===== src/hdl/udpc_pkg.sv =====
// Shared constants, tables and helpers for the up/down prime counter display.
// No dependencies; imported by the top level and the port checker.
package udpc_pkg;

  // Field widths
  localparam int CountW  = 7;
  localparam int SegW    = 7;
  localparam int IdxW    = 5;
  localparam int TempW   = 10;
  localparam int CfgW    = 8;
  localparam int InDataW  = 16;  // 13 bits of fields, padded to bytes
  localparam int OutDataW = 24;  // 22 bits of fields, padded to bytes

  // Prime table size (table holds the first 25 primes)
  localparam int PRIME_COUNT_DEF = 25;
  localparam int PRIME_TABLE_MAX = 25;

  // Counter limits
  localparam logic [CountW-1:0] COUNT_MAX = 7'd99;

  // Configuration register indexes
  localparam logic CFG_TEMP_LOW  = 1'b0;
  localparam logic CFG_TEMP_HIGH = 1'b1;

  // Config reset values
  localparam logic [CfgW-1:0] TEMP_LOW_RST  = 8'd0;
  localparam logic [CfgW-1:0] TEMP_HIGH_RST = 8'd31;

  // Temperature scaling T = (s - 20) * 165 / 338 - 40, truncated toward zero.
  // Divide by 338 is a multiply by a rounded-up reciprocal; exact for the
  // 18-bit product range.
  localparam int TEMP_OFS   = 20;
  localparam int TEMP_NUM   = 165;
  localparam int TEMP_DEN   = 338;
  localparam int TEMP_BASE  = 40;
  localparam int RECIP_SH   = 27;
  localparam int RECIP      = ((2 ** RECIP_SH) + TEMP_DEN - 1) / TEMP_DEN;
  localparam int SCALE_W    = 26;
  localparam logic [SCALE_W-1:0] SCALE_MUL = SCALE_W'(TEMP_NUM * RECIP);
  localparam int QUOT_W     = 9;   // max quotient 489
  localparam int TEMP_SW    = 11;  // signed scaled temperature

  // Digit split: cnt / 10 == (cnt * 103) >> 10 for cnt <= 99
  localparam logic [6:0] TENS_MUL = 7'd103;
  localparam int TENS_SH = 10;

  function automatic logic [CountW-1:0] prime_at(input logic [IdxW-1:0] idx);
    logic [CountW-1:0] p;
    case (idx)
      5'd0:    p = 7'd2;
      5'd1:    p = 7'd3;
      5'd2:    p = 7'd5;
      5'd3:    p = 7'd7;
      5'd4:    p = 7'd11;
      5'd5:    p = 7'd13;
      5'd6:    p = 7'd17;
      5'd7:    p = 7'd19;
      5'd8:    p = 7'd23;
      5'd9:    p = 7'd29;
      5'd10:   p = 7'd31;
      5'd11:   p = 7'd37;
      5'd12:   p = 7'd41;
      5'd13:   p = 7'd43;
      5'd14:   p = 7'd47;
      5'd15:   p = 7'd53;
      5'd16:   p = 7'd59;
      5'd17:   p = 7'd61;
      5'd18:   p = 7'd67;
      5'd19:   p = 7'd71;
      5'd20:   p = 7'd73;
      5'd21:   p = 7'd79;
      5'd22:   p = 7'd83;
      5'd23:   p = 7'd89;
      default: p = 7'd97;
    endcase
    return p;
  endfunction

  // Segment patterns, bit0 = a .. bit6 = g; nine has no d
  function automatic logic [SegW-1:0] seg_of(input logic [3:0] digit);
    logic [SegW-1:0] s;
    case (digit)
      4'd0:    s = 7'h3F;
      4'd1:    s = 7'h06;
      4'd2:    s = 7'h5B;
      4'd3:    s = 7'h4F;
      4'd4:    s = 7'h66;
      4'd5:    s = 7'h6D;
      4'd6:    s = 7'h7D;
      4'd7:    s = 7'h07;
      4'd8:    s = 7'h7F;
      default: s = 7'h67;
    endcase
    return s;
  endfunction

endpackage


===== src/hdl/updown_prime_counter_display_top.sv =====
// Up/down counter and prime stepper with seven-segment and motor enable outputs.
// Depends on udpc_pkg.
//
// channel | dir | handshake        | payload
// s_*     | in  | s_tvalid/tready  | s_tdata: prime_mode, up_level, down_level, temp_sample
// m_*     | out | m_tvalid/tready  | m_tdata: count_value, tens/units segments, motor_on
// cfg_*   | in  | cfg_we           | cfg_index selects low/high bound, cfg_data
//
// One tick per clock sustained while the output is not stalled; a tick reaches the output
// through the input register, then the result register.
// The counter state updates as a tick moves from the input to the result register.
// A stalled output holds its beat; the input register still takes one more tick.
// rst is synchronous: counter, arm bits, bounds and both valids return to reset.
module updown_prime_counter_display_top
  import udpc_pkg::*;
#(
  parameter int PRIME_COUNT = PRIME_COUNT_DEF
) (
  input  logic                clk,
  input  logic                rst,
  input  logic                s_tvalid,
  output logic                s_tready,
  // [0] prime_mode, [1] up_level, [2] down_level, [12:3] temp_sample, [15:13] zero
  input  logic [InDataW-1:0]  s_tdata,
  output logic                m_tvalid,
  input  logic                m_tready,
  // [6:0] count_value, [13:7] tens_segments, [20:14] units_segments,
  // [21] motor_on, [23:22] zero
  output logic [OutDataW-1:0] m_tdata,
  input  logic                cfg_we,
  input  logic                cfg_index,
  input  logic [CfgW-1:0]     cfg_data
);

  localparam logic [IdxW-1:0] LAST_IDX = IdxW'(PRIME_COUNT - 1);

  // Config registers
  logic [CfgW-1:0] motor_temp_low;
  logic [CfgW-1:0] motor_temp_high;

  // Input stage
  logic             in_valid;
  logic             in_mode;
  logic             in_up;
  logic             in_down;
  logic [TempW-1:0] in_temp;

  // Counter state
  logic              last_mode;
  logic [CountW-1:0] count_reg, count_next;
  logic [IdxW-1:0]   prime_index, prime_index_next;
  logic              up_armed, up_armed_next;
  logic              down_armed, down_armed_next;

  // Result stage
  logic [CountW-1:0] count_value;
  logic [SegW-1:0]   tens_segments, units_segments;
  logic              motor_on;

  logic advance;

  logic              up_arm_v, down_arm_v, key_up, key_dn;
  logic [IdxW-1:0]   idx_safe, idx_step;
  logic [13:0]       tens_prod;
  logic [3:0]        tens_digit, units_digit;
  logic [CountW-1:0] tens_x10;
  logic [SegW-1:0]   tens_seg_next, units_seg_next;
  logic              temp_neg;
  logic [TempW-1:0]  temp_mag;
  logic [TempW+SCALE_W-1:0] temp_prod;
  logic [QUOT_W-1:0] temp_quot;
  logic signed [TEMP_SW-1:0] temp_val;
  logic              motor_next;

  assign advance  = in_valid && (!m_tvalid || m_tready);
  assign s_tready = !in_valid || advance;

  // Config writes
  always_ff @(posedge clk) begin
    if (rst) begin
      motor_temp_low  <= TEMP_LOW_RST;
      motor_temp_high <= TEMP_HIGH_RST;
    end else if (cfg_we) begin
      case (cfg_index)
        CFG_TEMP_LOW:  motor_temp_low  <= cfg_data;
        CFG_TEMP_HIGH: motor_temp_high <= cfg_data;
        default: ;
      endcase
    end
  end

  // Input register
  always_ff @(posedge clk) begin
    if (rst) begin
      in_valid <= 1'b0;
    end else if (s_tready) begin
      in_valid <= s_tvalid;
    end
  end

  always_ff @(posedge clk) begin
    if (s_tvalid && s_tready) begin
      in_mode <= s_tdata[0];
      in_up   <= s_tdata[1];
      in_down <= s_tdata[2];
      in_temp <= s_tdata[12:3];
    end
  end

  // Button edges, count and prime index update
  always_comb begin
    up_arm_v   = up_armed || in_up;
    down_arm_v = down_armed || in_down;
    key_up     = !in_up && up_arm_v;
    key_dn     = !key_up && !in_down && down_arm_v;

    idx_safe = (prime_index >= LAST_IDX) ? LAST_IDX : prime_index;
    if (key_up) begin
      idx_step = (idx_safe >= LAST_IDX) ? '0 : idx_safe + 1'b1;
    end else begin
      idx_step = (idx_safe == '0) ? LAST_IDX : idx_safe - 1'b1;
    end

    count_next       = count_reg;
    prime_index_next = prime_index;
    up_armed_next    = up_armed;
    down_armed_next  = down_armed;

    if (in_mode != last_mode) begin
      // mode change: restart, buttons ignored this tick
      if (!in_mode) begin
        count_next = '0;
      end else begin
        prime_index_next = '0;
        count_next       = prime_at('0);
      end
    end else begin
      up_armed_next   = key_up ? 1'b0 : up_arm_v;
      down_armed_next = key_dn ? 1'b0 : down_arm_v;
      if (!in_mode) begin
        if (key_up) begin
          count_next = (count_reg >= COUNT_MAX) ? '0 : count_reg + 1'b1;
        end else if (key_dn) begin
          count_next = (count_reg == '0 || count_reg > COUNT_MAX) ? COUNT_MAX
                                                                  : count_reg - 1'b1;
        end
      end else if (key_up || key_dn) begin
        prime_index_next = idx_step;
        count_next       = prime_at(idx_step);
      end
    end
  end

  // Digit split and segment decode
  always_comb begin
    tens_prod      = 14'(count_next) * 14'(TENS_MUL);
    tens_digit     = tens_prod[TENS_SH+3:TENS_SH];
    tens_x10       = CountW'({tens_digit, 3'b000}) + CountW'({tens_digit, 1'b0});
    units_digit    = 4'(count_next - tens_x10);
    tens_seg_next  = seg_of(tens_digit);
    units_seg_next = seg_of(units_digit);
  end

  // Scaled temperature and window compare
  always_comb begin
    temp_neg  = in_temp < TempW'(TEMP_OFS);
    temp_mag  = temp_neg ? TempW'(TEMP_OFS) - in_temp : in_temp - TempW'(TEMP_OFS);
    temp_prod = (TempW+SCALE_W)'(temp_mag) * (TempW+SCALE_W)'(SCALE_MUL);
    temp_quot = temp_prod[RECIP_SH+QUOT_W-1:RECIP_SH];
    temp_val  = temp_neg ? -$signed({2'b00, temp_quot}) : $signed({2'b00, temp_quot});
    temp_val  = temp_val - TEMP_SW'(TEMP_BASE);
    motor_next = (temp_val > TEMP_SW'($signed(motor_temp_low)))
              && (temp_val < TEMP_SW'($signed(motor_temp_high)));
  end

  // State registers
  always_ff @(posedge clk) begin
    if (rst) begin
      last_mode   <= 1'b0;
      count_reg   <= '0;
      prime_index <= '0;
      up_armed    <= 1'b1;
      down_armed  <= 1'b1;
    end else if (advance) begin
      last_mode   <= in_mode;
      count_reg   <= count_next;
      prime_index <= prime_index_next;
      up_armed    <= up_armed_next;
      down_armed  <= down_armed_next;
    end
  end

  // Result register
  always_ff @(posedge clk) begin
    if (rst) begin
      m_tvalid <= 1'b0;
    end else if (advance) begin
      m_tvalid <= 1'b1;
    end else if (m_tready) begin
      m_tvalid <= 1'b0;
    end
  end

  always_ff @(posedge clk) begin
    if (advance) begin
      count_value    <= count_next;
      tens_segments  <= tens_seg_next;
      units_segments <= units_seg_next;
      motor_on       <= motor_next;
    end
  end

  assign m_tdata = {2'b00, motor_on, units_segments, tens_segments, count_value};

endmodule


===== config.mk =====
export PLATFORM = sky130hd
export DESIGN_NAME = updown_prime_counter_display_top
export DESIGN_NICKNAME = d
export VERILOG_FILES = /design/src/hdl/udpc_pkg.sv /design/src/hdl/updown_prime_counter_display_top.sv
export SDC_FILE = /design/constraint.sdc
export NUM_CORES = 1
export LEC_CHECK = 0
export ABC_CLOCK_PERIOD_IN_PS = 12300
export BUFFER_PORTS_ARGS = -buffer_cell sky130_fd_sc_hd__buf_4
export CORE_MARGIN = 5
export CORE_UTILIZATION = 38
export CTS_CLUSTER_DIAMETER = 50
export CTS_CLUSTER_SIZE = 24
export DETAILED_ROUTE_END_ITERATION = 7
export PLACE_DENSITY = 0.57
export SLEW_MARGIN = 10
export SYNTH_ARGS = -nofsm -noshare
export SYNTH_HDL_FRONTEND = slang
export SYNTH_SLANG_ARGS = --single-unit

===== constraint.sdc =====
create_clock -name clk -period 12.3 [get_ports clk]
set_clock_uncertainty 0.15 [all_clocks]
set_input_delay 0 -clock clk [delete_from_list [all_inputs] [get_ports clk]]
set_output_delay 0 -clock clk [all_outputs]
set_load 0.02 [all_outputs]

==> results.sh <==
export IMPL_outcome="completed"
export IMPL_wl_mm=24.0
export IMPL_fin_cells=1528
export IMPL_endpoint_kind="register"
export IMPL_rsz0062_at_grt="false"
export IMPL_synth_compound_area_frac=0.157
export IMPL_top_register="in_temp"
export IMPL_layout_common_cells="inv_1 (197), ha_1 (183), fa_1 (87)"
export IMPL_cts_resized=0
export IMPL_dp_cells=1472
export IMPL_drt_iter0_markers=448
export IMPL_period_share=0.898
export IMPL_required_ns=12.25
export IMPL_antenna_found_initial=1
export IMPL_drcViolationCount=0
export IMPL_cpMostUsedCell="o21a_1"
export IMPL_crit_end="motor_on"
export IMPL_ys_async_sr_fraction=0
export IMPL_busiest_layer="met2"
export IMPL_numCtsBuffers=9
export IMPL_synthSimpleGateAreaFrac=0.127
export IMPL_cts_buffer_depth=2
export IMPL_numPortBuffers=50
export IMPL_fp_dieW_um=173
export IMPL_hp_class="in -> reg"
export IMPL_critPathMaxFanout=13
export IMPL_htree_num_levels=3
export IMPL_critPathLaunch="in_temp[8]"
export IMPL_clk_insertion_delay_late_ns=0.33
export IMPL_areaGrowthSynthToFinish_pct=14.2
export IMPL_synth_ff_latch_count=68
export IMPL_drive_gt1_frac=0.0822
export IMPL_use_met3=0.0238
export IMPL_path_clk_slew_ns=0.07
export IMPL_syn_area_um2=10000
export IMPL_cts_setup_buffers=0
export IMPL_syn_inst=1110
export IMPL_fp_dieH_um=173
export IMPL_max_clock_freq_mhz=90.5
export IMPL_slew_violations=0
export IMPL_synth_top_cell_by_area="ha_1"
export IMPL_synth_mux_area_frac=0.0163
export IMPL_postRouteAntennaNets=0
export IMPL_grt_usage=0.161
export IMPL_r2r_slack_ns=1.25
export IMPL_synthXorXnorAreaFrac=0.0414
export IMPL_cts_tree="yes"
export IMPL_layout_min_cycle_time_ns=11.05
export IMPL_crit_arrival_ns=11.00
export IMPL_reg_largest_list="in_temp (10), motor_temp_high (8), motor_temp_low (8)"
export IMPL_cp_slowest_cell="fa_1"
export IMPL_hold_violations=0
export IMPL_reg2reg_from="in_temp[8]"
export IMPL_initial_core_util=0.385
export IMPL_reg2regPathDepth=35
export IMPL_crit_type="reg -> reg"
export IMPL_core_area_um2=26100
export IMPL_synth_edf_count=35
export IMPL_place_gp_congestion=0.917
export IMPL_grt_max_degree=34
export IMPL_ys_seq_area_frac=0.170
export IMPL_grt_pass1_wl_mm=40.5
export IMPL_ios=56
export IMPL_drv_cap=0
export IMPL_tightest_slew_ns=1.03
export IMPL_synth_top_area_share=0.228
export IMPL_r2r_end="motor_on"
export IMPL_nets=1487
export IMPL_grt_util_met2=0.269
export IMPL_grtUsageMet1=0.221
export IMPL_syn_area_per_cell_um2=9.05
export IMPL_cts_sinks=68
export IMPL_clockRootBuffer="clkbuf_16"
export IMPL_relSlewSlack=0.313
export IMPL_nFillCells=2548
export IMPL_ys_flop_type="edfxtp_1"
export IMPL_avgViaCountPerCell=5.20
export IMPL_setup_viol=0
export IMPL_yosys_warnings=0
export IMPL_dieArea_um2=29800
export IMPL_drt_wirelength_per_cell_um=15.7
export IMPL_ys_types=80
export IMPL_start_kind="register"
export IMPL_synthTopCellsByArea="ha_1 (23%), fa_1 (17%), edfxtp_1 (10%), inv_1 (7.4%), dfxtp_1 (6.6%)"
export IMPL_max_stage_delay_ns=0.86
export IMPL_synth_top_family_by_area="adder cells"
export IMPL_largest_reg_flops=10
export IMPL_first_pass_iters=7
export IMPL_final_common_cell="inv_1"
export IMPL_grt_overflow=0
export IMPL_grt_pass1_vias=8147
export IMPL_fin_setup_tns_ns=0
export IMPL_num_rows=59
export IMPL_num_vias=7949
export IMPL_synth_fa_ha_area_frac=0.401
export IMPL_dp_hpwl_mm=20.0
cells in the mapped netlist, types with 4 or more instances:
cell	instances
a211o_1	7
a211oi_1	13
a21o_1	9
a21oi_1	63
a22oi_1	6
a31oi_1	7
and3_1	9
and4_1	4
clkbuf_1	26
dfxtp_1	33
edfxtp_1	35
fa_1	87
ha_1	183
inv_1	197
mux2i_1	13
nand2_1	67
nand2b_1	13
nand3_1	16
nand3b_1	6
nand4_1	8
nor2_1	70
nor2b_1	12
nor3_1	18
nor4_1	5
o211a_1	4
o211ai_1	14
o21a_1	15
o21ai_0	37
o21bai_1	4
o22ai_1	5
o31ai_1	8
or2_2	5
or3_1	4
xnor2_1	28
xor2_1	15
worst max-delay path: cells and delay by family, from the launching register on:
kind | cells | cell delay, ns
xor+xnor | 2 | 0.41
compound gates | 13 | 3.27
flops | 1 | 0.43
buf+inv | 5 | 0.58
simple gates | 6 | 1.73
fa+ha+maj | 9 | 4.24
worst min-delay path by stage:
stage                       to       start  cells past startpoint  slack, ns
CTS                    in_mode  s_tdata[0]                      2       0.23
global route           in_mode  s_tdata[0]                      2       0.24
finish                 in_mode  s_tdata[0]                      2       0.23
floorplan              in_down  s_tdata[2]                      0      -0.05
detailed placement  in_temp[3]  s_tdata[6]                      1       0.03
global placement       in_down  s_tdata[2]                      1       0.03
through the flow:
stage / setup slack, ns / hold slack [ns] / utilization / instance area, um^2
global placement: 1.42 / 0.0285 / 0.413 / 10800
CTS: 1.26 / 0.230 / 0.440 / 11500
global route: 0.495 / 0.235 / 0.440 / 11500
detailed placement: 1.28 / 0.0298 / 0.413 / 10800
finish: 1.25 / 0.232 / 0.440 / 11500
floorplan: 2.28 / -0.0511 / - / 10000
layout make-up:
| type | count | area [um^2] | area share |
|---|---|---|---|
| multi-input combinational | 815 | 7470 | 0.651 |
| sequential | 68 | 1710 | 0.149 |
| timing repair buffer | 96 | 818 | 0.0714 |
| inverter | 197 | 739 | 0.0645 |
| tap | 335 | 419 | 0.0366 |
| clock buffer | 9 | 225 | 0.0196 |
| clock inverter | 7 | 82.6 | 0.00720 |
| antenna | 1 | 2.50 | 0.000218 |
cells by family after synthesis:
group,after synthesis
flip-flops,68
buffers and inverters,228
AO/OA/AOI/OAI,227
XOR/XNOR,45
AND/OR/NAND/NOR,255
adder cells (fa/ha/maj),270
other,1
multiplexers,16
per-layer routing:
layer  up-vias  share of wire
met1      3797           0.47
met4         0          0.014
met2       162           0.47
met3        19          0.046
met5         -              0
li1       3971              -
timing repair:
action,4_1_cts,5_1_grt
hold endpoints to repair,43,0
setup endpoints to repair,0,0
hold buffers,39,0
Power is not shown: default switching activity piles up to over one toggle a cycle in this logic, so the estimate is an artifact.
